## src/design/cnbw_pkg.sv

```systemverilog
package cnbw_pkg;

    // Field widths of the register file and the clipped window.
    localparam int SIZE_W  = 11;
    localparam int POS_W   = 12;
    localparam int COORD_W = 11;
    localparam int BCOL_W  = 10;
    localparam int ADDR_W  = 15;
    localparam int CFG_IDX_W = 2;

    // Configuration register indexes.
    typedef enum logic [CFG_IDX_W-1:0] {
        CFG_SOURCE_WIDTH  = 2'd0,
        CFG_SOURCE_HEIGHT = 2'd1,
        CFG_DEST_X        = 2'd2,
        CFG_DEST_Y        = 2'd3
    } cfg_index_t;

    // Nibble enable codes.
    localparam logic [1:0] NE_LOW  = 2'b01;
    localparam logic [1:0] NE_HIGH = 2'b10;
    localparam logic [1:0] NE_BOTH = 2'b11;

    typedef struct packed {
        logic [7:0] source_byte;
        logic       image_start;
    } in_word_t;

    typedef struct packed {
        logic [ADDR_W-1:0] write_address;
        logic [7:0]        write_data;
        logic [1:0]        nibble_enable;
        logic              last;
    } out_word_t;

    typedef struct packed {
        logic [SIZE_W-1:0]        source_width;
        logic [SIZE_W-1:0]        source_height;
        logic signed [POS_W-1:0]  dest_x;
        logic signed [POS_W-1:0]  dest_y;
    } cfg_t;

    // Clipped window; the coordinates only matter when visible is set.
    typedef struct packed {
        logic               visible;
        logic [COORD_W-1:0] first_col;
        logic [COORD_W-1:0] vis_pixels;
        logic [COORD_W-1:0] first_row;
        logic [COORD_W-1:0] vis_rows;
        logic [COORD_W-1:0] scr_col;
        logic [COORD_W-1:0] scr_row;
    } clip_t;

endpackage

```

## src/design/cnbw_clip.sv

```systemverilog
module cnbw_clip #(
    parameter int SCREEN_WIDTH    = 220,
    parameter int SCREEN_HEIGHT   = 176,
    parameter int MAX_SOURCE_SIZE = 1024
) (
    input  cnbw_pkg::cfg_t                 cfg,
    output cnbw_pkg::clip_t                clip,
    output logic [cnbw_pkg::BCOL_W-1:0]    bytes_per_row
);
    import cnbw_pkg::*;

    // Signed working width: covers position plus size with margin.
    localparam int CW = 14;
    localparam logic [CW-1:0]        MAX_C = CW'(MAX_SOURCE_SIZE);
    localparam logic signed [CW-1:0] SW_C  = CW'(SCREEN_WIDTH);
    localparam logic signed [CW-1:0] SH_C  = CW'(SCREEN_HEIGHT);

    logic [CW-1:0]        w_sat;
    logic [CW-1:0]        h_sat;
    logic signed [CW-1:0] sx, sy, w, h, dx, dy;

    // Saturate the source size at the largest image and round width down to even.
    assign w_sat = (CW'(cfg.source_width) > MAX_C) ? MAX_C : CW'(cfg.source_width);
    assign h_sat = (CW'(cfg.source_height) > MAX_C) ? MAX_C : CW'(cfg.source_height);
    assign bytes_per_row = w_sat[BCOL_W:1];

    // Clip against the left, top, right and bottom screen edges in turn.
    always_comb begin
        sx = '0;
        sy = '0;
        w  = signed'({w_sat[CW-1:1], 1'b0});
        h  = signed'(h_sat);
        dx = CW'(cfg.dest_x);
        dy = CW'(cfg.dest_y);
        if (dx < 0) begin
            sx = -dx;
            w  = w + dx;
            dx = '0;
        end
        if (dy < 0) begin
            sy = -dy;
            h  = h + dy;
            dy = '0;
        end
        if (dx + w >= SW_C) begin
            w    = SW_C - dx;
            w[0] = 1'b0;
        end
        if (dy + h >= SH_C) begin
            h = SH_C - dy;
        end
        // An odd source start skips one pixel so whole bytes stay aligned.
        if (sx[0]) begin
            sx = sx + 1'b1;
            dx = dx + 1'b1;
            w  = w - 1'b1;
        end
    end

    // A window that is empty or negative in either direction draws nothing.
    always_comb begin
        clip.visible    = (w > 0) && (h > 0);
        clip.first_col  = sx[COORD_W-1:0];
        clip.vis_pixels = w[COORD_W-1:0];
        clip.first_row  = sy[COORD_W-1:0];
        clip.vis_rows   = h[COORD_W-1:0];
        clip.scr_col    = dx[COORD_W-1:0];
        clip.scr_row    = dy[COORD_W-1:0];
    end

endmodule

```

## src/design/clipped_nibble_blit_writer.sv

```systemverilog
// Clipped 4bpp blit writer. Source bytes (two pixels, left pixel in the high
// nibble) stream in row-major order, with image_start on the first byte of
// each image; the window is clipped against the screen from the register
// values seen with that byte. A byte goes through one input stage and one
// output register; a stalled output holds the byte in the input stage.
// Clipped bytes pass at one byte per cycle, and bytes at an even destination
// column, one whole-byte write each, keep that rate while the output is not
// stalled. At an odd destination column each visible byte makes two nibble
// writes, and the single output register sends at most one write per cycle,
// so such a byte holds the input stage until its second write is loaded.
// The user must write registers only while the block is idle; it does not enforce this.
module clipped_nibble_blit_writer #(
    parameter int SCREEN_WIDTH    = 220,
    parameter int SCREEN_HEIGHT   = 176,
    parameter int MAX_SOURCE_SIZE = 1024
) (
    input  logic                                aclk,
    input  logic                                aresetn,
    input  logic                                cfg_write_enable,
    input  logic [cnbw_pkg::CFG_IDX_W-1:0]      cfg_index,
    input  logic [cnbw_pkg::POS_W-1:0]          cfg_write_data,
    input  logic                                s_valid,
    output logic                                s_ready,
    input  cnbw_pkg::in_word_t                  s_data,
    output logic                                m_valid,
    input  logic                                m_ready,
    output cnbw_pkg::out_word_t                 m_data
);
    import cnbw_pkg::*;

    localparam int HALF_W   = SCREEN_WIDTH / 2;
    localparam int PROD_W   = COORD_W + $clog2(HALF_W + 1);
    localparam int FULL_W   = PROD_W + 1;

    cfg_t                cfg_reg;
    clip_t               clip_live;
    clip_t               clip_reg;
    logic [BCOL_W-1:0]   bytes_per_row;

    logic [COORD_W-1:0]  row_reg, row_next, cur_row;
    logic [BCOL_W-1:0]   col_reg, col_next, cur_col;
    logic [BCOL_W:0]     col_inc;

    logic                a_valid_reg;
    logic [7:0]          a_byte_reg;
    logic [COORD_W-1:0]  a_row_reg;
    logic [BCOL_W-1:0]   a_col_reg;
    logic                a_live_reg;
    logic                phase_reg;

    logic                m_valid_reg;
    out_word_t           m_data_reg;

    logic                accept;
    logic                hit;
    logic                odd;
    logic                out_free;
    logic                a_done;
    logic                load_out;
    logic [COORD_W:0]    row_end;
    logic [BCOL_W-1:0]   col_first;
    logic [BCOL_W:0]     col_end;
    logic [COORD_W-1:0]  dest_row;
    logic [FULL_W-1:0]   addr_full;
    logic [ADDR_W-1:0]   base_addr;
    out_word_t           out_word;

    // Configuration register file.
    always_ff @(posedge aclk) begin
        if (!aresetn) begin
            cfg_reg <= '0;
        end else if (cfg_write_enable) begin
            unique case (cfg_index_t'(cfg_index))
                CFG_SOURCE_WIDTH:  cfg_reg.source_width  <= cfg_write_data[SIZE_W-1:0];
                CFG_SOURCE_HEIGHT: cfg_reg.source_height <= cfg_write_data[SIZE_W-1:0];
                CFG_DEST_X:        cfg_reg.dest_x        <= signed'(cfg_write_data);
                CFG_DEST_Y:        cfg_reg.dest_y        <= signed'(cfg_write_data);
                default: ;
            endcase
        end
    end

    cnbw_clip #(
        .SCREEN_WIDTH    (SCREEN_WIDTH),
        .SCREEN_HEIGHT   (SCREEN_HEIGHT),
        .MAX_SOURCE_SIZE (MAX_SOURCE_SIZE)
    ) u_clip (
        .cfg           (cfg_reg),
        .clip          (clip_live),
        .bytes_per_row (bytes_per_row)
    );

    assign accept = s_valid && s_ready;

    // Position of the incoming word and the counter advance past it.
    always_comb begin
        cur_row  = s_data.image_start ? '0 : row_reg;
        cur_col  = s_data.image_start ? '0 : col_reg;
        col_inc  = {1'b0, cur_col} + 1'b1;
        row_next = cur_row;
        col_next = cur_col;
        if (bytes_per_row != '0) begin
            if (col_inc >= {1'b0, bytes_per_row}) begin
                col_next = '0;
                if (cur_row != '1) begin
                    row_next = cur_row + 1'b1;
                end
            end else begin
                col_next = col_inc[BCOL_W-1:0];
            end
        end
    end

    always_ff @(posedge aclk) begin
        if (!aresetn) begin
            row_reg  <= '0;
            col_reg  <= '0;
            clip_reg <= '0;
        end else if (accept) begin
            row_reg <= row_next;
            col_reg <= col_next;
            if (s_data.image_start) begin
                clip_reg <= clip_live;
            end
        end
    end

    // Input stage: holds one word and where it sits in the source image.
    always_ff @(posedge aclk) begin
        if (!aresetn) begin
            a_valid_reg <= 1'b0;
        end else if (accept) begin
            a_valid_reg <= 1'b1;
        end else if (a_done) begin
            a_valid_reg <= 1'b0;
        end
    end

    always_ff @(posedge aclk) begin
        if (accept) begin
            a_byte_reg <= s_data.source_byte;
            a_row_reg  <= cur_row;
            a_col_reg  <= cur_col;
            a_live_reg <= (bytes_per_row != '0);
        end
    end

    // Window test against the clipped rows and byte columns.
    assign row_end   = {1'b0, clip_reg.first_row} + {1'b0, clip_reg.vis_rows};
    assign col_first = clip_reg.first_col[COORD_W-1:1];
    assign col_end   = {1'b0, col_first} + {1'b0, clip_reg.vis_pixels[COORD_W-1:1]};
    assign hit = a_live_reg && clip_reg.visible
              && (a_row_reg >= clip_reg.first_row)
              && ({1'b0, a_row_reg} < row_end)
              && (a_col_reg >= col_first)
              && ({1'b0, a_col_reg} < col_end);
    assign odd = clip_reg.scr_col[0];

    // Frame buffer byte address of the base byte.
    assign dest_row  = clip_reg.scr_row + (a_row_reg - clip_reg.first_row);
    assign addr_full = FULL_W'(FULL_W'(dest_row) * FULL_W'(HALF_W))
                     + FULL_W'(clip_reg.scr_col[COORD_W-1:1])
                     + FULL_W'(a_col_reg - col_first);
    assign base_addr = addr_full[ADDR_W-1:0];

    // An odd column writes the high nibble of the next byte, then the low nibble.
    always_comb begin
        if (odd && !phase_reg) begin
            out_word.write_address = base_addr + 1'b1;
            out_word.write_data    = {a_byte_reg[3:0], 4'h0};
            out_word.nibble_enable = NE_HIGH;
            out_word.last          = 1'b0;
        end else if (odd) begin
            out_word.write_address = base_addr;
            out_word.write_data    = {4'h0, a_byte_reg[7:4]};
            out_word.nibble_enable = NE_LOW;
            out_word.last          = 1'b1;
        end else begin
            out_word.write_address = base_addr;
            out_word.write_data    = a_byte_reg;
            out_word.nibble_enable = NE_BOTH;
            out_word.last          = 1'b1;
        end
    end

    // Stage handoff: a word leaves once all its writes are in the output register.
    assign out_free = !m_valid_reg || m_ready;
    assign load_out = a_valid_reg && hit && out_free;
    assign a_done   = a_valid_reg && (!hit || (out_free && (!odd || phase_reg)));
    assign s_ready  = !a_valid_reg || a_done;

    always_ff @(posedge aclk) begin
        if (!aresetn) begin
            phase_reg <= 1'b0;
        end else if (load_out && odd && !phase_reg) begin
            phase_reg <= 1'b1;
        end else if (a_done) begin
            phase_reg <= 1'b0;
        end
    end

    // Output register.
    always_ff @(posedge aclk) begin
        if (!aresetn) begin
            m_valid_reg <= 1'b0;
        end else if (load_out) begin
            m_valid_reg <= 1'b1;
        end else if (m_ready) begin
            m_valid_reg <= 1'b0;
        end
    end

    always_ff @(posedge aclk) begin
        if (load_out) begin
            m_data_reg <= out_word;
        end
    end

    assign m_valid = m_valid_reg;
    assign m_data  = m_data_reg;

endmodule

```

## config.mk

```make
export PLATFORM = sky130hd
export DESIGN_NAME = clipped_nibble_blit_writer
export DESIGN_NICKNAME = d
export VERILOG_FILES = /design/src/design/cnbw_pkg.sv /design/src/design/cnbw_clip.sv /design/src/design/clipped_nibble_blit_writer.sv
export SDC_FILE = /design/constraint.sdc
export NUM_CORES = 1
export LEC_CHECK = 0
export BUFFER_PORTS_ARGS = -buffer_cell sky130_fd_sc_hd__buf_4
export CAP_MARGIN = 40
export CORE_ASPECT_RATIO = 1.1
export CORE_MARGIN = 3
export CORE_UTILIZATION = 68
export DETAILED_ROUTE_END_ITERATION = 16
export GPL_ROUTABILITY_DRIVEN = 0
export HOLD_SLACK_MARGIN = 0.02
export PLACE_DENSITY_LB_ADDON = 0.25
export SLEW_MARGIN = 5
export SYNTH_ARGS = -nofsm -noshare
export SYNTH_HDL_FRONTEND = slang
export SYNTH_SLANG_ARGS = --single-unit
```

## constraint.sdc

```tcl
create_clock -name aclk -period 22.6 [get_ports aclk]
set_clock_uncertainty 0.15 [all_clocks]
set_input_delay 3.39 -clock aclk [delete_from_list [all_inputs] [get_ports aclk]]
set_output_delay 3.39 -clock aclk [all_outputs]
set_load 0.05 [all_outputs]
```

======== Yosys cells after proc, flatten, opt, wreduce, memory -nomap -nowiden ========
Cells that the tools add are included.
word-level totals
  bits in read-only memories .............. 0
  bits in registers ....................... 193
  memory bits (writable) .................. 0
  input bits .............................. 28
  memories ................................ 0
  output and inout port bits .............. 28
  latch bits .............................. 0
cells by class
  muxes and demuxes ....................... 27
  bitwise operators ....................... 0
  shifts and indexed selects .............. 0
  equal/unequal tests ..................... 4
  reduce and logical (&&, ||, !) cells .... 33
  $add $sub $neg .......................... 21
  order comparisons ....................... 13
  multipliers ............................. 1
  div/mod/pow operators ................... 0
operators by type and width
  kind                     count
  $mux W11                 11
  $mux W14                 7
  $add A11 B1 Y11 const B  3
  $mux W10                 3
  $add A14 B14 Y14         2
  $ge A14 B9 Y1 const B    2
  $gt A14 B1 Y1 const B    2
  $sub A9 B14 Y14 const A  2
  $add A12 B12 Y13         2
  $mux W26                 1
  $lt A12 B1 Y1 const B    2
  $gt A11 B11 Y1 const B   2
  $neg A11 Y11             2
  $add A15 B1 Y15 const B  1
  $add A15 B10 Y15         1
  $add A15 B15 Y15         1
  $logic_and A1 B1 Y1      14
  $mul A11 B6 Y14 const B  1
  $sub A14 B1 Y14 const B  1
  $add A11 B11 Y12         1
  $lt A11 B12 Y1           1
  $add A10 B1 Y11 const B  1
  $add A10 B10 Y11         1
  $add A11 B11 Y11         1
  16 further kinds         34

======== Longest topological paths before layout ========
  depth in word-level cells ............... 11
  gate-level depth with buffers ........... 32
  gate-level depth less buffers ........... 32

======== Hierarchy ========
A second synthesis with hierarchy kept.
unflattened totals
  cell total of the unflattened synthesis .. 2,053
  area, all modules ....................... 16,956.3 µm²
modules (own cells, without submodules)
  module                      cells an instance  sequential area each (µm²)  times used  area each (µm²)
  clipped_nibble_blit_writer  1,464              4,354.2                     1           12,818.5
  cnbw_clip                   589                0.0                         1           4,137.7

======== Worst setup path before layout ========
No wires, ideal clock.
  kind .................................... input to output
  start point ............................. in m_ready
  end point ............................... out s_ready
  arrival time ............................ 4.224 ns
  path buffers ............................ 0
  required time ........................... 19.060 ns
  path slack .............................. 14.836 ns
  cell stages on the path ................. 3
  cells stage by stage .................... nand2b_1 a21boi_0 nand3_1
on the way
  word-level cells in the longest chain between the ends .. 5
ends and longest elaborated chain
  element              RTL line                           source
  start: declaration   clipped_nibble_blit_writer.sv:26   input logic m_ready,
  $logic_or A1 B1 Y1   clipped_nibble_blit_writer.sv:187  assign out_free = !m_valid_reg || m_ready;
  $logic_and A1 B1 Y1  clipped_nibble_blit_writer.sv:189  assign a_done = a_valid_reg && (!hit || (out_free && (!odd || phase_reg)));
  $logic_or A1 B1 Y1   clipped_nibble_blit_writer.sv:189
  $logic_and A1 B1 Y1  clipped_nibble_blit_writer.sv:189
  $logic_or A1 B1 Y1   clipped_nibble_blit_writer.sv:190  assign s_ready = !a_valid_reg || a_done;
  end: declaration     clipped_nibble_blit_writer.sv:23   output logic s_ready,
No other way between the ends.

======== Worst setup path in the final report ========
  start point ............................. reg clip_reg[33] in the netlist's numbering
  end point ............................... out s_ready
on the way
  word-level cells in the longest chain between the ends .. 9
  elaborated cells between the ends (all ways) .. 11
  classes of those cells .................. 1 x add/sub; 2 x order compare; 8 x reduce/logical
ends and longest elaborated chain
  element                                                       RTL line                                                              source
  start: declaration                                            clipped_nibble_blit_writer.sv:37                                      clip_t clip_reg;
  start signal: assignment                                      clipped_nibble_blit_writer.sv:123                                     clip_reg <= clip_live;
  $add A11 B11 Y12 / $ge A11 B11 Y1 (equally long branches)     clipped_nibble_blit_writer.sv:149, clipped_nibble_blit_writer.sv:153
  $lt A11 B12 Y1 / $logic_and A1 B1 Y1 (equally long branches)  clipped_nibble_blit_writer.sv:154, clipped_nibble_blit_writer.sv:153
  $logic_and A1 B1 Y1 *                                         clipped_nibble_blit_writer.sv:154                                     && ({1'b0, a_row_reg} < row_end)
  $logic_and A1 B1 Y1 *                                         clipped_nibble_blit_writer.sv:155                                     && (a_col_reg >= col_first)
  $logic_and A1 B1 Y1 *                                         clipped_nibble_blit_writer.sv:156                                     && ({1'b0, a_col_reg} < col_end);
  $logic_not A1 Y1 *                                            clipped_nibble_blit_writer.sv:189
  $logic_or A1 B1 Y1 *                                          clipped_nibble_blit_writer.sv:189
  $logic_and A1 B1 Y1 *                                         clipped_nibble_blit_writer.sv:189
  $logic_or A1 B1 Y1 *                                          clipped_nibble_blit_writer.sv:190
Mark *: on every way between the ends. The rest lies on a longest branch, timed or not.

==> metrics.md <==
| Metric | Value |
|---|---|
| Share of power burned in registers | `19.7%` |
| Flip-flop cell with the highest count after synthesis | `sky130_fd_sc_hd__dfxtp_1` |
| Post-synthesis sequential area ratio | `27.2%` |
| Source-to-sink clock delay at the later pin of the worst-skew pair | `0.45 ns` |
| Number of synthesis warnings | `0` |
| Worst-path fanout max | `4` |
| CP cell instances | `ha_1 > fa_1 > a21o_1 > a21oi_1 > o21bai_1 > a21oi_1 > o21bai_1 > a21oi_1 > o21bai_1 > a21oi_1 > xor2_1 > ha_1 > a21oi_1 > o21ai_0 > a21oi_1 > nand3_1 > buf_4` |
| Flip-flop and latch count after synthesis | `189` |
| Clock H-tree levels | `4` |
| Area after DPL | `16500 um2` |
| Violation count after the first detailed-route iteration | `871` |
| Clock power share | `14.6%` |
| Worst max-slew margin expressed relative to the limit | `42.3%` |
| Worst r2r path cells | `29` |
| Core area | `22900 um2` |
| Count of input and output buffers | `55` |
| Int Power | `1.27 mW` |
| Layout net count | `2147` |
| Critical Path End | `s_ready` |
| Setup total negative slack | `0 ns` |
| Chip height | `167 um` |
| Number of antenna-violating nets in the routed design | `0` |
| Worst ir drop on vdd | `0.223 mV` |
| Worst R2R Setup Slack | `14.70 ns` |
| Count of buffering cells on the critical path with inverters included | `1` |
| Critical path's top delay family | `compound AO/OA/AOI/OAI gates` |
| Vias in the first global route | `13265` |
| FMAX | `122 MHz` |
| Transition time at the pin with the least slew margin | `0.865 ns` |
| Maximum number of pins on one net before global-route repair | `82` |
| CP arrival | `4.65 ns` |
| Final HPWL DP | `29.3 mm` |
| Commonest cells after routing, fill and taps aside | `sky130_fd_sc_hd__inv_1 (195), sky130_fd_sc_hd__nand2_1 (179), sky130_fd_sc_hd__ha_1 (174)` |
| Element type at the critical path end | `output port` |
| Tmin final | `8.19 ns` |
| Via count | `13478` |
| GRT overflow | `0` |
| Vias per Instance | `6.11` |
| Path type of the worst setup path | `reg2out` |
| Clock buffer count from CTS | `17` |
| Max FFs per register | `65` |
| Terminus of the critical flop-to-flop path | `m_data[25]$_DFFE_PP_` |
| CP peak stage delay | `0.51 ns` |
| CTS clk-pin slew, worst paths | `0.08 ns` |
| FP Rows | `58` |
| Number of setup buffers added after CTS | `0` |
| Fraction of final layout cells with drive strength greater than 1 | `7.03%` |
| Nature of the critical path startpoint | `register` |
| Crit path depth | `17` |
| Mapped Cells | `1877` |
| Number of detailed-routing iterations run before antenna repair | `5` |
| Area added between synthesis and finish | `7.90%` |
| Initial cell density of the core | `69.5%` |
| Synthesized net count | `2131` |
| Syn Area/Cell | `8.49 um2` |
| Launch instance of the worst register-to-register path | `clip_reg[1]$_SDFFE_PN0P_` |
| WL/cell | `17.3 um` |
| Post-route cell area | `17200 um2` |
| Count of boundary I/O pins | `56` |
| Post-CTS Resized | `0` |
| Clock tree from TritonCTS | `built` |
| Number of violations of the max-capacitance limit | `0` |
| Total track usage | `29.7%` |
| Clock Sink Count | `189` |
| Final Routed Wirelength | `38.1 mm` |
| PwrDens | `128 nW/um2` |
| Critical Path RT | `19.06 ns` |
| Number of antenna violations at the first check in global routing | `0` |
| Critical path launch point | `clip_reg[33]$_SDFFE_PN0P_` |
| Combinational power share | `65.7%` |
| Leak Pwr | `7.64 nW` |
| Most frequent standard cell in the layout excluding fill and tap cells | `sky130_fd_sc_hd__inv_1` |
| Maximum clock path buffer count | `2` |
| Post-synth EDFFs | `55` |
| Diodes inserted | `0` |
| Part of the cycle the worst path needs | `36.3%` |
| Async SR Flop Fraction | `0%` |
| Cells taking the most area after synthesis | `sky130_fd_sc_hd__dfxtp_1 (17%), sky130_fd_sc_hd__ha_1 (14%), sky130_fd_sc_hd__edfxtp_1 (10%)` |
| Switching Share | `42.6%` |
| # setup viols final | `0` |
| Fraction of synthesized cell area taken by the top area cell type | `16.8%` |
| Synthesized cell area | `15900 um2` |
| Cell at the root of the clock tree | `sky130_fd_sc_hd__clkbuf_16` |
| Pins Over Slew Limit | `0` |
| Unrepaired setup endpoints after global routing | `false` |
| Run status | `complete, no violations` |
| Overall die width | `152 um` |
| Library cell with the largest summed area after synthesis | `sky130_fd_sc_hd__dfxtp_1` |
| Class of the tightest hold or removal check | `reg2reg` |
| DRC violations left | `0` |
| Psw | `0.938 mW` |
| Cts hold-fix bufs | `0` |
| Die Footprint | `25300 um2` |
| Crit path top cell by count | `sky130_fd_sc_hd__a21oi_1` |
| Unique cell type count in the Yosys netlist | `81` |
| Critical path's slowest cell | `sky130_fd_sc_hd__a21oi_1` |
| Wire length of the first global-routing pass | `63.0 mm` |
| Final Hold Fails | `0` |
-- layout make-up --
| type | count | area (um2) |
|---|---|---|
| clock buffers | 18 | 450 |
| well taps | 300 | 375 |
| repair buffers | 66 | 503 |
| flip-flops and latches | 189 | 4330 |
| inverters | 197 | 741 |
| fillers | 1720 | 5750 |
| clock inverters | 14 | 188 |
| multi-input cells | 1422 | 10600 |
-- tightest hold or removal path: cells and delay by family (launching register included) --
family / cells / cell delay [ns]
and+or+nand+nor: 1 / 0.05
AOI/OAI and AO/OA: 1 / 0.05
DFF: 1 / 0.32
-- cell families after synthesis --
family	Yosys count	synth area share, %
muxes	50	3.25
and+or+nand+nor	546	16.4
adders and majority gates	226	20.2
DFF	189	27.2
buffers and inverters	266	6.41
AOI/OAI and AO/OA	452	18.3
xor gates and xnor gates	148	8.22
-- layer usage --
layer	GRT usage [%]	part of all wire (%)
met1	36.7	42
met2	53.4	50
met3	3.61	4.7
met4	10.9	3.1
met5	0	0
-- cells in the mapped netlist (all sizes together), types with 5 or more instances --
master and count:
a41oi 5, a311oi 5, ha 174, dfxtp 134, a2111oi 5, clkbuf 55
nor2 121, inv 196, o211ai 19, a22oi 7, mux2 11, or4 5
nor4 9, and3 24, nor3 34, a211o 7, xnor2 84, and2 6
o31ai 6, nand2b 16, a31oi 18, o21ai 80, a21o 32, edfxtp 55
o21bai 30, nor2b 59, nand4 11, nand2 179, o21a 11, a211oi 29
or3 9, a21oi 156, fa 52, nor3b 5, xor2 63, mux2i 39
nand3 50, buf 14, o22ai 9
-- power by group through the flow --
stage / clock network (mW) / logic, mW / registers, mW
CTS: 0.325 / 1.45 / 0.434
detailed placement: 0 / 1.45 / 0.441
global route: 0.336 / 1.64 / 0.435
finish: 0.323 / 1.45 / 0.434
floorplan: 0 / 1.21 / 0.437
global placement: 0 / 1.39 / 0.441
-- through the flow --
step                setup slack [ns]  cells  hold slack [ns]  util [%]  total power, mW
floorplan                      14.84   1877            0.286         -             1.65
global placement               14.63   2170            0.292      72.0             1.83
detailed placement             14.57   2174            0.300      72.2             1.89
CTS                            14.48   2206            0.311      74.9             2.21
global route                   14.14   2206            0.330      74.9             2.42
finish                         14.41   2206            0.314      74.9             2.21
-- worst min path at each step --
stage / startpoint / endpoint / slack (ns) / depth (start not counted)
6_report: clip_reg[18]$_SDFFE_PN0P_ / clip_reg[18]$_SDFFE_PN0P_ / 0.31 / 2
4_1_cts: clip_reg[18]$_SDFFE_PN0P_ / clip_reg[18]$_SDFFE_PN0P_ / 0.31 / 2
5_1_grt: clip_reg[21]$_SDFFE_PN0P_ / clip_reg[21]$_SDFFE_PN0P_ / 0.33 / 2
2_1_floorplan: clip_reg[22]$_SDFFE_PN0P_ / clip_reg[22]$_SDFFE_PN0P_ / 0.29 / 2
3_5_place_dp: clip_reg[18]$_SDFFE_PN0P_ / clip_reg[18]$_SDFFE_PN0P_ / 0.30 / 2
3_3_place_gp: clip_reg[15]$_SDFFE_PN0P_ / clip_reg[15]$_SDFFE_PN0P_ / 0.29 / 2
Note: power is estimated with default switching activity, not from simulation.
